==> config.mk <==
export PLATFORM = sky130hd
export DESIGN_NAME = timed_step_sequencer
export DESIGN_NICKNAME = d
export VERILOG_FILES = /design/src/sv/tss_pkg.sv /design/src/sv/tss_table.sv /design/src/sv/tss_ctrl.sv /design/src/sv/timed_step_sequencer.sv
export SDC_FILE = /design/constraint.sdc
export NUM_CORES = 2
export LEC_CHECK = 0
export BUFFER_PORTS_ARGS = -buffer_cell sky130_fd_sc_hd__buf_2
export CAP_MARGIN = 15
export CELL_PAD_IN_SITES_DETAIL_PLACEMENT = 0
export CELL_PAD_IN_SITES_GLOBAL_PLACEMENT = 1
export CORE_MARGIN = 4
export CORE_UTILIZATION = 53
export DETAILED_ROUTE_END_ITERATION = 7
export PLACE_DENSITY = 0.88
export RECOVER_POWER = 25
export SLEW_MARGIN = 20
export SYNTH_ARGS = -nofsm -noshare
export SYNTH_HDL_FRONTEND = slang
export SYNTH_SLANG_ARGS = --single-unit
export TNS_END_PERCENT = 10
==> constraint.sdc <==
create_clock -name clk -period 19.4 [get_ports clk]
set_input_delay 1.94 -clock clk [delete_from_list [all_inputs] [get_ports clk]]
set_output_delay 1.94 -clock clk [all_outputs]
set_load 0.02 [all_outputs]
==> src/sv/tss_pkg.sv <==
// ----------------------------------------------------------------------------
// tss_pkg
// Types and codes shared by the step sequencer controller and datapath.
// ----------------------------------------------------------------------------
package tss_pkg;

  typedef enum logic [3:0] {
    OP_TICK = 4'd0, OP_APPEND = 4'd1, OP_JOIN = 4'd2, OP_INSERT = 4'd3,
    OP_REMOVE = 4'd4, OP_MOVE = 4'd5, OP_UPDATE = 4'd6, OP_SEEK = 4'd7,
    OP_SETTIMER = 4'd8, OP_PLAY = 4'd9, OP_STOP = 4'd10, OP_CLEAR = 4'd11
  } op_t;

  localparam logic [1:0] KIND_ANIM = 2'd0;
  localparam logic [1:0] KIND_VIS  = 2'd1;
  localparam logic [1:0] KIND_CB   = 2'd2;
  localparam logic [1:0] KIND_WAIT = 2'd3;

  localparam logic [1:0] RES_STATUS = 2'd0;
  localparam logic [1:0] RES_ANIM   = 2'd1;
  localparam logic [1:0] RES_VIS    = 2'd2;
  localparam logic [1:0] RES_CB     = 2'd3;

  typedef struct packed {
    logic [3:0]  op;
    logic [4:0]  index;
    logic [3:0]  index_to;
    logic [1:0]  step_kind;
    logic [7:0]  target_id;
    logic [7:0]  anim_id;
    logic        visible_flag;
    logic [7:0]  callback_id;
    logic [31:0] wait_time;
    logic        join_flag;
    logic [31:0] time_value;
  } in_word_t;

  typedef struct packed {
    logic [1:0] result_kind;
    logic [7:0] out_target;
    logic [7:0] out_anim;
    logic       out_visible;
    logic [7:0] out_callback;
    logic       accepted;
    logic       playing_now;
    logic [4:0] cursor_now;
    logic [4:0] count_now;
    logic       last;
  } out_word_t;

  typedef struct packed {
    logic [1:0]  kind;
    logic [7:0]  target;
    logic [7:0]  anim;
    logic        vis;
    logic [7:0]  cb;
    logic [31:0] wait_time;
    logic        join_flag;
  } entry_t;

  // Datapath commands issued by the controller. DP_COPY writes the word
  // fetched by the previous read back to the given address.
  typedef enum logic [3:0] {
    DP_NONE, DP_READ, DP_COPY, DP_WRITE_IN, DP_WRITE_HOLD, DP_LOAD_HOLD
  } dp_op_t;

  typedef struct packed {
    dp_op_t     op;
    logic [5:0] addr;
  } dp_cmd_t;

endpackage

==> src/sv/tss_table.sv <==
// ----------------------------------------------------------------------------
// tss_table
// Step table memory with one registered read port, through which entries are
// shifted during insert, remove and move, and a hold register for a moved entry.
// ----------------------------------------------------------------------------
module tss_table #(
  parameter int unsigned DEPTH = 16
) (
  input  logic              clk,
  input  tss_pkg::dp_cmd_t  cmd,
  input  tss_pkg::entry_t   wr_entry,
  output tss_pkg::entry_t   rd_entry
);

  localparam int unsigned AW = $clog2(DEPTH);

  tss_pkg::entry_t mem [DEPTH];
  tss_pkg::entry_t rd_r;
  tss_pkg::entry_t hold_r;
  logic [AW-1:0]   a;

  assign a = cmd.addr[AW-1:0];

  // A shift is a read of the neighbor followed by a copy of that word.
  always_ff @(posedge clk) begin
    case (cmd.op)
      tss_pkg::DP_READ:       rd_r <= mem[a];
      tss_pkg::DP_COPY:       mem[a] <= rd_r;
      tss_pkg::DP_WRITE_IN:   mem[a] <= wr_entry;
      tss_pkg::DP_WRITE_HOLD: mem[a] <= hold_r;
      tss_pkg::DP_LOAD_HOLD:  hold_r <= rd_r;
      default: ;
    endcase
  end

  assign rd_entry = rd_r;

endmodule

==> src/sv/tss_ctrl.sv <==
// ----------------------------------------------------------------------------
// tss_ctrl
// Sequencer controller: decodes each word, walks the table for ticks and
// table edits, and drives the result strobe.
// ----------------------------------------------------------------------------
module tss_ctrl #(
  parameter int unsigned DEPTH = 16
) (
  input  logic                clk,
  input  logic                rst_n,
  input  logic                start,
  input  tss_pkg::in_word_t   in_word,
  input  tss_pkg::entry_t     rd_entry,
  output logic                busy,
  output tss_pkg::dp_cmd_t    cmd,
  output tss_pkg::entry_t     wr_entry,
  output logic                out_valid,
  output tss_pkg::out_word_t  out_word
);

  localparam int unsigned   CW   = $clog2(DEPTH + 1);
  localparam int unsigned   XW   = (CW > 5) ? CW : 5;
  localparam logic [CW-1:0] DepC = CW'(DEPTH);
  localparam logic [31:0]   TMax = 32'hFFFF_FFFF;

  typedef enum logic [3:0] {
    S_IDLE, S_DECODE, S_SH_RD, S_SH_WR, S_SH_END, S_MV_RD, S_MV_HOLD,
    S_TK_RD, S_TK_STEP, S_STATUS
  } state_t;

  state_t              state_r, state_nxt;
  tss_pkg::in_word_t   iw_r, iw_nxt;
  logic [CW-1:0]       count_r, count_nxt;
  logic [CW-1:0]       cursor_r, cursor_nxt;
  logic [CW-1:0]       ptr_r, ptr_nxt;
  logic [CW-1:0]       stop_r, stop_nxt;
  logic [31:0]         timer_r, timer_nxt;
  logic                playing_r, playing_nxt;
  logic                started_r, started_nxt;
  logic                acc_r, acc_nxt;
  logic                up_r, up_nxt;
  logic                chk_r, chk_nxt;
  logic                out_valid_r, out_valid_nxt;
  tss_pkg::out_word_t  out_r, out_nxt;
  logic [XW-1:0]       idx_x, to_x, cnt_x;
  logic [CW-1:0]       idx_c, to_c, cur_inc_c, ptr_step_c;
  logic [32:0]         tsum_c;
  logic [31:0]         tsat_c;
  logic                adv_c;

  assign idx_x      = XW'(iw_r.index);
  assign to_x       = XW'(iw_r.index_to);
  assign cnt_x      = XW'(count_r);
  assign idx_c      = CW'(iw_r.index);
  assign to_c       = CW'(iw_r.index_to);
  assign cur_inc_c  = cursor_r + CW'(1);
  assign ptr_step_c = up_r ? ptr_r - CW'(1) : ptr_r + CW'(1);
  assign tsum_c = {1'b0, (started_r ? timer_r : 32'd0)} + {1'b0, iw_r.time_value};
  assign tsat_c = tsum_c[32] ? TMax : tsum_c[31:0];

  always_comb begin
    wr_entry.kind      = iw_r.step_kind;
    wr_entry.target    = iw_r.target_id;
    wr_entry.anim      = iw_r.anim_id;
    wr_entry.vis       = iw_r.visible_flag;
    wr_entry.cb        = iw_r.callback_id;
    wr_entry.wait_time = iw_r.wait_time;
    wr_entry.join_flag = (iw_r.op == tss_pkg::OP_APPEND) ? 1'b0 :
                         (iw_r.op == tss_pkg::OP_JOIN) ? 1'b1 : iw_r.join_flag;
  end

  always_comb begin
    cmd.op   = tss_pkg::DP_NONE;
    cmd.addr = '0;
    case (state_r)
      S_SH_RD: begin
        cmd.op   = tss_pkg::DP_READ;
        cmd.addr = 6'(ptr_step_c);
      end
      S_SH_WR: begin
        cmd.op   = tss_pkg::DP_COPY;
        cmd.addr = 6'(ptr_r);
      end
      S_SH_END: begin
        if (iw_r.op == tss_pkg::OP_MOVE) cmd.op = tss_pkg::DP_WRITE_HOLD;
        else cmd.op = tss_pkg::DP_WRITE_IN;
        cmd.addr = 6'(stop_r);
      end
      S_MV_RD: begin
        cmd.op   = tss_pkg::DP_READ;
        cmd.addr = 6'(idx_c);
      end
      S_MV_HOLD: cmd.op = tss_pkg::DP_LOAD_HOLD;
      S_TK_RD: begin
        cmd.op   = tss_pkg::DP_READ;
        cmd.addr = 6'(cursor_r);
      end
      default: ;
    endcase
  end

  always_comb begin
    state_nxt     = state_r;
    iw_nxt        = iw_r;
    count_nxt     = count_r;
    cursor_nxt    = cursor_r;
    ptr_nxt       = ptr_r;
    stop_nxt      = stop_r;
    timer_nxt     = timer_r;
    playing_nxt   = playing_r;
    started_nxt   = started_r;
    acc_nxt       = acc_r;
    up_nxt        = up_r;
    chk_nxt       = chk_r;
    out_valid_nxt = 1'b0;
    out_nxt       = out_r;
    adv_c         = 1'b0;
    case (state_r)
      S_IDLE: begin
        if (start) begin
          iw_nxt    = in_word;
          acc_nxt   = 1'b0;
          state_nxt = S_DECODE;
        end
      end
      S_DECODE: begin
        state_nxt = S_STATUS;
        case (iw_r.op)
          tss_pkg::OP_TICK: begin
            acc_nxt = 1'b1;
            chk_nxt = 1'b0;
            if (playing_r) begin
              if (cursor_r >= count_r) playing_nxt = 1'b0;
              else state_nxt = S_TK_RD;
            end
          end
          tss_pkg::OP_APPEND, tss_pkg::OP_JOIN: begin
            if (!playing_r && count_r < DepC) begin
              acc_nxt   = 1'b1;
              stop_nxt  = count_r;
              count_nxt = count_r + CW'(1);
              state_nxt = S_SH_END;
            end
          end
          tss_pkg::OP_INSERT: begin
            if (!playing_r && count_r < DepC && idx_x <= cnt_x) begin
              acc_nxt   = 1'b1;
              count_nxt = count_r + CW'(1);
              up_nxt    = 1'b1;
              ptr_nxt   = count_r;
              stop_nxt  = idx_c;
              if (idx_c == count_r) state_nxt = S_SH_END;
              else state_nxt = S_SH_RD;
            end
          end
          tss_pkg::OP_REMOVE: begin
            if (!playing_r && idx_x < cnt_x) begin
              acc_nxt   = 1'b1;
              count_nxt = count_r - CW'(1);
              up_nxt    = 1'b0;
              ptr_nxt   = idx_c;
              stop_nxt  = count_r - CW'(1);
              if (idx_c != count_r - CW'(1)) state_nxt = S_SH_RD;
            end
          end
          tss_pkg::OP_MOVE: begin
            if (!playing_r && idx_x < cnt_x && to_x < cnt_x) begin
              acc_nxt  = 1'b1;
              up_nxt   = idx_c > to_c;
              ptr_nxt  = idx_c;
              stop_nxt = to_c;
              if (idx_c != to_c) state_nxt = S_MV_RD;
            end
          end
          tss_pkg::OP_UPDATE: begin
            if (!playing_r && idx_x < cnt_x) begin
              acc_nxt   = 1'b1;
              stop_nxt  = idx_c;
              state_nxt = S_SH_END;
            end
          end
          tss_pkg::OP_SEEK: begin
            if (idx_x < cnt_x) begin
              cursor_nxt  = idx_c;
              timer_nxt   = '0;
              started_nxt = 1'b0;
              acc_nxt     = 1'b1;
            end
          end
          tss_pkg::OP_SETTIMER: begin
            timer_nxt = iw_r.time_value;
            acc_nxt   = 1'b1;
          end
          tss_pkg::OP_PLAY: begin
            if (count_r != '0) begin
              cursor_nxt  = '0;
              timer_nxt   = '0;
              started_nxt = 1'b0;
              playing_nxt = 1'b1;
              acc_nxt     = 1'b1;
            end
          end
          tss_pkg::OP_STOP: begin
            playing_nxt = 1'b0;
            cursor_nxt  = DepC;
            timer_nxt   = '0;
            started_nxt = 1'b0;
            acc_nxt     = 1'b1;
          end
          tss_pkg::OP_CLEAR: begin
            if (!playing_r) begin
              count_nxt = '0;
              acc_nxt   = 1'b1;
            end
          end
          default: ;
        endcase
      end
      S_SH_RD: state_nxt = S_SH_WR;
      S_SH_WR: begin
        // The neighbor read in the previous cycle lands at ptr now.
        ptr_nxt = ptr_step_c;
        if (ptr_step_c == stop_r) begin
          if (iw_r.op == tss_pkg::OP_REMOVE) state_nxt = S_STATUS;
          else state_nxt = S_SH_END;
        end else begin
          state_nxt = S_SH_RD;
        end
      end
      S_SH_END: state_nxt = S_STATUS;
      S_MV_RD: state_nxt = S_MV_HOLD;
      S_MV_HOLD: state_nxt = S_SH_RD;
      S_TK_RD: state_nxt = S_TK_STEP;
      S_TK_STEP: begin
        state_nxt = S_STATUS;
        // After a finished wait, the chain goes on only into a joined step.
        if (!(chk_r && !rd_entry.join_flag)) begin
          if (!started_r) begin
            if (rd_entry.kind == tss_pkg::KIND_ANIM && rd_entry.target != 8'd0) begin
              out_valid_nxt          = 1'b1;
              out_nxt                = '0;
              out_nxt.result_kind    = tss_pkg::RES_ANIM;
              out_nxt.out_target     = rd_entry.target;
              out_nxt.out_anim       = rd_entry.anim;
            end else if (rd_entry.kind == tss_pkg::KIND_VIS &&
                         rd_entry.target != 8'd0) begin
              out_valid_nxt          = 1'b1;
              out_nxt                = '0;
              out_nxt.result_kind    = tss_pkg::RES_VIS;
              out_nxt.out_target     = rd_entry.target;
              out_nxt.out_visible    = rd_entry.vis;
            end else if (rd_entry.kind == tss_pkg::KIND_CB && rd_entry.cb != 8'd0) begin
              out_valid_nxt          = 1'b1;
              out_nxt                = '0;
              out_nxt.result_kind    = tss_pkg::RES_CB;
              out_nxt.out_callback   = rd_entry.cb;
            end
          end
          if (rd_entry.kind == tss_pkg::KIND_WAIT) begin
            timer_nxt = tsat_c;
            if (tsat_c >= rd_entry.wait_time) adv_c = 1'b1;
            else started_nxt = 1'b1;
          end else begin
            adv_c = 1'b1;
          end
          if (adv_c) begin
            cursor_nxt  = cur_inc_c;
            started_nxt = 1'b0;
            chk_nxt     = (rd_entry.kind == tss_pkg::KIND_WAIT);
            if (cur_inc_c >= count_r) playing_nxt = 1'b0;
            else state_nxt = S_TK_RD;
          end
        end
      end
      S_STATUS: begin
        out_valid_nxt       = 1'b1;
        out_nxt             = '0;
        out_nxt.result_kind = tss_pkg::RES_STATUS;
        out_nxt.accepted    = acc_r;
        out_nxt.playing_now = playing_r;
        out_nxt.cursor_now  = 5'(cursor_r);
        out_nxt.count_now   = 5'(count_r);
        out_nxt.last        = 1'b1;
        state_nxt           = S_IDLE;
      end
      default: state_nxt = S_IDLE;
    endcase
  end

  always_ff @(posedge clk) begin
    if (!rst_n) begin
      state_r     <= S_IDLE;
      iw_r        <= '0;
      count_r     <= '0;
      cursor_r    <= DepC;
      ptr_r       <= '0;
      stop_r      <= '0;
      timer_r     <= '0;
      playing_r   <= 1'b0;
      started_r   <= 1'b0;
      acc_r       <= 1'b0;
      up_r        <= 1'b0;
      chk_r       <= 1'b0;
      out_valid_r <= 1'b0;
      out_r       <= '0;
    end else begin
      state_r     <= state_nxt;
      iw_r        <= iw_nxt;
      count_r     <= count_nxt;
      cursor_r    <= cursor_nxt;
      ptr_r       <= ptr_nxt;
      stop_r      <= stop_nxt;
      timer_r     <= timer_nxt;
      playing_r   <= playing_nxt;
      started_r   <= started_nxt;
      acc_r       <= acc_nxt;
      up_r        <= up_nxt;
      chk_r       <= chk_nxt;
      out_valid_r <= out_valid_nxt;
      out_r       <= out_nxt;
    end
  end

  assign busy      = (state_r != S_IDLE);
  assign out_valid = out_valid_r;
  assign out_word  = out_r;

endmodule

==> src/sv/timed_step_sequencer.sv <==
// ----------------------------------------------------------------------------
// timed_step_sequencer
// Table of timed steps with edit, seek and playback operations.
// ----------------------------------------------------------------------------
// Throughput: one word at a time; busy drops in the cycle the status word is
// out. Reset: synchronous; count, timer and play flags clear, the cursor is set
// to DEPTH, and table contents stay undefined. The receiver cannot stall.
// ----------------------------------------------------------------------------
module timed_step_sequencer #(
  parameter int unsigned DEPTH = 16
) (
  input  logic                clk,
  input  logic                rst_n,
  input  logic                start,
  output logic                busy,
  input  tss_pkg::in_word_t   in_word,
  output logic                out_valid,
  output tss_pkg::out_word_t  out_word
);

  tss_pkg::dp_cmd_t cmd;
  tss_pkg::entry_t  wr_entry, rd_entry;

  tss_ctrl #(.DEPTH(DEPTH)) u_ctrl (
    .clk, .rst_n, .start, .in_word, .rd_entry, .busy, .cmd,
    .wr_entry, .out_valid, .out_word
  );

  tss_table #(.DEPTH(DEPTH)) u_table (
    .clk, .cmd, .wr_entry, .rd_entry
  );

endmodule

==> results.yml <==
outcome:
  status: "complete, but fails checks"
  violations: "max-capacitance violations, max-slew violations"
drt:
  num_vias: 38600
  wl_um: 147000
  detail-route-antenna-nets: 0
  drtIter0Drc: 4379
  drt-pass1-iter-count: 6
  vias_per_cell: 6.05
  avgRoutedWirePerCell_um: 23.1
  drc_errors: 0
logic_synthesis:
  synth.net_count: 5015
  yosys_warnings: 0
  synth_cells: 4812
  synth_top_cell_by_area: "edfxtp_1"
  seq_area_frac_synth: 0.663
  syn_area_per_cell_um2: 11.5
  synth.distinct_cells: 83
  synth_top_area_frac: 0.588
  postSynth.asyncResetShare: 0
  synth_top_flop_cell: "edfxtp_1"
  synth_area_leaders: "edfxtp_1 (59%), nand2_1 (9.4%), dfxtp_1 (7.5%), a311oi_1 (3.0%), nand3_1 (2.4%)"
  synth_edf_count: 1080
  ys_ff_latch: 1287
  syn-cell-area_mm2: 0.0551
  synth_common_cells: "nand2_1 (1,377), edfxtp_1 (1,080), nand3_1 (266)"
  yosysMostFrequentCell: "nand2_1"
worst_setup_path:
  slowest_delay_ns: 2.36
  crit_fanout: 57
  crit_top_cell: "clkbuf_1"
  path_delay_family: "buffers and inverters"
  path_class: "flop to flop"
  worst_setup_path_start_kind: "flop"
  cp.required_ns: 20.09
  cp.arrival_ns: 7.00
  cp_cell_sequence: "clkbuf_1 > nor2_1 > nand3_1 > clkbuf_1 > nand2_1 > a21oi_1"
  endpoint_kind: "flop"
  cpMaxStageDelayCell: "clkbuf_1"
  path_buf_inv: 2
layout:
  final_cells: 6382
  syn2layout_area_growth_pct: 12.1
  seqCellArea_mm2: 0.0366
  multi_input_comb_area_mm2: 0.0171
  drive_above_1_share: 0.102
  fillerInstances: 8110
  final_core_util: 0.598
  fin_nets: 5096
  finalInstanceArea_mm2: 0.0618
timing:
  worst_hold_slack_ns: 0.455
  tightest_slew_ns: 5.05
  period_needed_ns: 6.31
  slew_viol_final: 235
  hold_viol: 0
  worst_slack_ns: 13.09
  skew_ns: 0.0621
  fin_tns_setup_ns: 0
  timing.final.crit_share: 0.325
  rsz0062_at_grt: "false"
  relSlewSlack: -2.36
  max_clock_freq_mhz: 158
  setup_viol: 0
placement:
  hpwlAfterDp_um: 80000
  numPlacedInstances: 6138
  gp_congestion: 0.903
  place_ws_ns: 13.58
  placed_area_mm2: 0.0574
  portBuffers: 149
global_routing:
  grt_pass1_vias: 37200
  antenna_found_initial: 2
  grt_pass1_wl_um: 221000
  grt_max_degree: 176
  gr-total-overflow: 0
  grtUsageTotal: 0.265
clocking:
  post_cts_buffers: 0
  holdBufCountCts: 0
  cts_tree: "done"
  clock_path_buffers: 3
  clkLatencyLatePin_ns: 0.78
  cts-root-buf: "clkbuf_16"
  htreeDepth: 4
  ctsResizeCount: 0
  cts_buffers: 133
  clk_pin_slew_ns: 0.06
  cts.sinks: 1287
floorplan:
  io_pins: 150
  start_util: 0.533
  row_count: 118
  fp.dieH_um: 331
  die_w_um: 331
  design.core.area_mm2: 0.103
  fp.dieArea_mm2: 0.109
power_and_ir_drop:
  finalPower_mw: 6.15
  p_leak_nw: 22.2
  vdd_drop_max_v: 0.0000867
  powerDensity_mw_per_mm2: 99.5
min_path:
  hp-class: "flop to flop"
job:
  drv_cap: 4
==> power breakdown <==
group / internal, mW / switching, mW / leakage, nW
clock: 1.47 / 1.12 / 2.19
combinational: 0.150 / 0.304 / 8.58
sequential: 3.04 / 0.0589 / 11.4
total: 4.66 / 1.49 / 22.2
==> state kept, by name, indices dropped and copies added, names as in the netlist, 32 cells and up <==
name              cells
u_table.mem         960
u_table.hold_r       60
u_table.rd_entry     60
u_ctrl.wr_entry      59
u_ctrl.iw_r          41
u_ctrl.out_word      40
u_ctrl.timer_r       32
==> routing by layer <==
layer | track usage | part of all wire | vias up
li1 | - | - | 17700
met1 | 0.356 | 0.40 | 18800
met2 | 0.438 | 0.48 | 1733
met3 | 0.0489 | 0.090 | 314
met4 | 0.0923 | 0.033 | 2
met5 | 0 | 0.000075 | -
==> worst min-delay path, cell delays in order, from the launching register on <==
cell,delay (ns)
dfxtp_1,0.31
nand2_1,0.05
a21oi_1,0.05
==> cell families (layout without fill, tap and decap cells) <==
logic type / count (synthesis) / in the layout / share of synthesized area
xor+xnor: 44 / 44 / 0.00699
buf+inv: 390 / 579 / 0.0296
simple gates: 2061 / 2061 / 0.160
flops: 1287 / 1287 / 0.663
mux: 80 / 80 / 0.0146
other cells: 0 / 1 / 0
fa+ha+maj: 95 / 95 / 0.0218
compound gates: 855 / 855 / 0.103
==> cell type report <==
class                      instances  area share
antenna                            1   0.0000405
clock buffer                     170      0.0579
clock inverter                    73      0.0153
inverter                          59     0.00371
multi-input combinational       3135       0.277
sequential                      1287       0.592
tap                             1380      0.0279
timing repair buffer             277      0.0261
==> worst paths after layout <==
path / startpoint / endpoint / slack [ns] / depth (start not counted)
max: u_ctrl.state_r[0] / u_ctrl.wr_entry[34] / 13.09 / 6
min: u_ctrl.wr_entry[38] / u_ctrl.wr_entry[38] / 0.45 / 2
max reg2reg: u_ctrl.state_r[0] / u_ctrl.wr_entry[34] / 13.09 / 6
min reg2reg: u_ctrl.wr_entry[38] / u_ctrl.wr_entry[38] / 0.45 / 2
==> cell usage in the layout, fill, tap and decap left out, types with 25 or more instances in the layout <==
cell	n
nor3_1	25
a22oi_1	32
edfxtp_1	1080
buf_4	95
a21oi_1	251
dfxtp_1	207
and2_1	37
nand3_1	266
o21ai_0	132
nand2_1	1377
inv_1	56
a311oi_1	186
clkinv_2	28
clkbuf_16	134
buf_2	149
a31oi_1	92
ha_1	93
and3_1	131
nor2_1	112
clkbuf_1	58
mux2i_1	77
xnor2_1	29
a21o_1	42
Note: power is estimated with default switching activity, not from simulation.
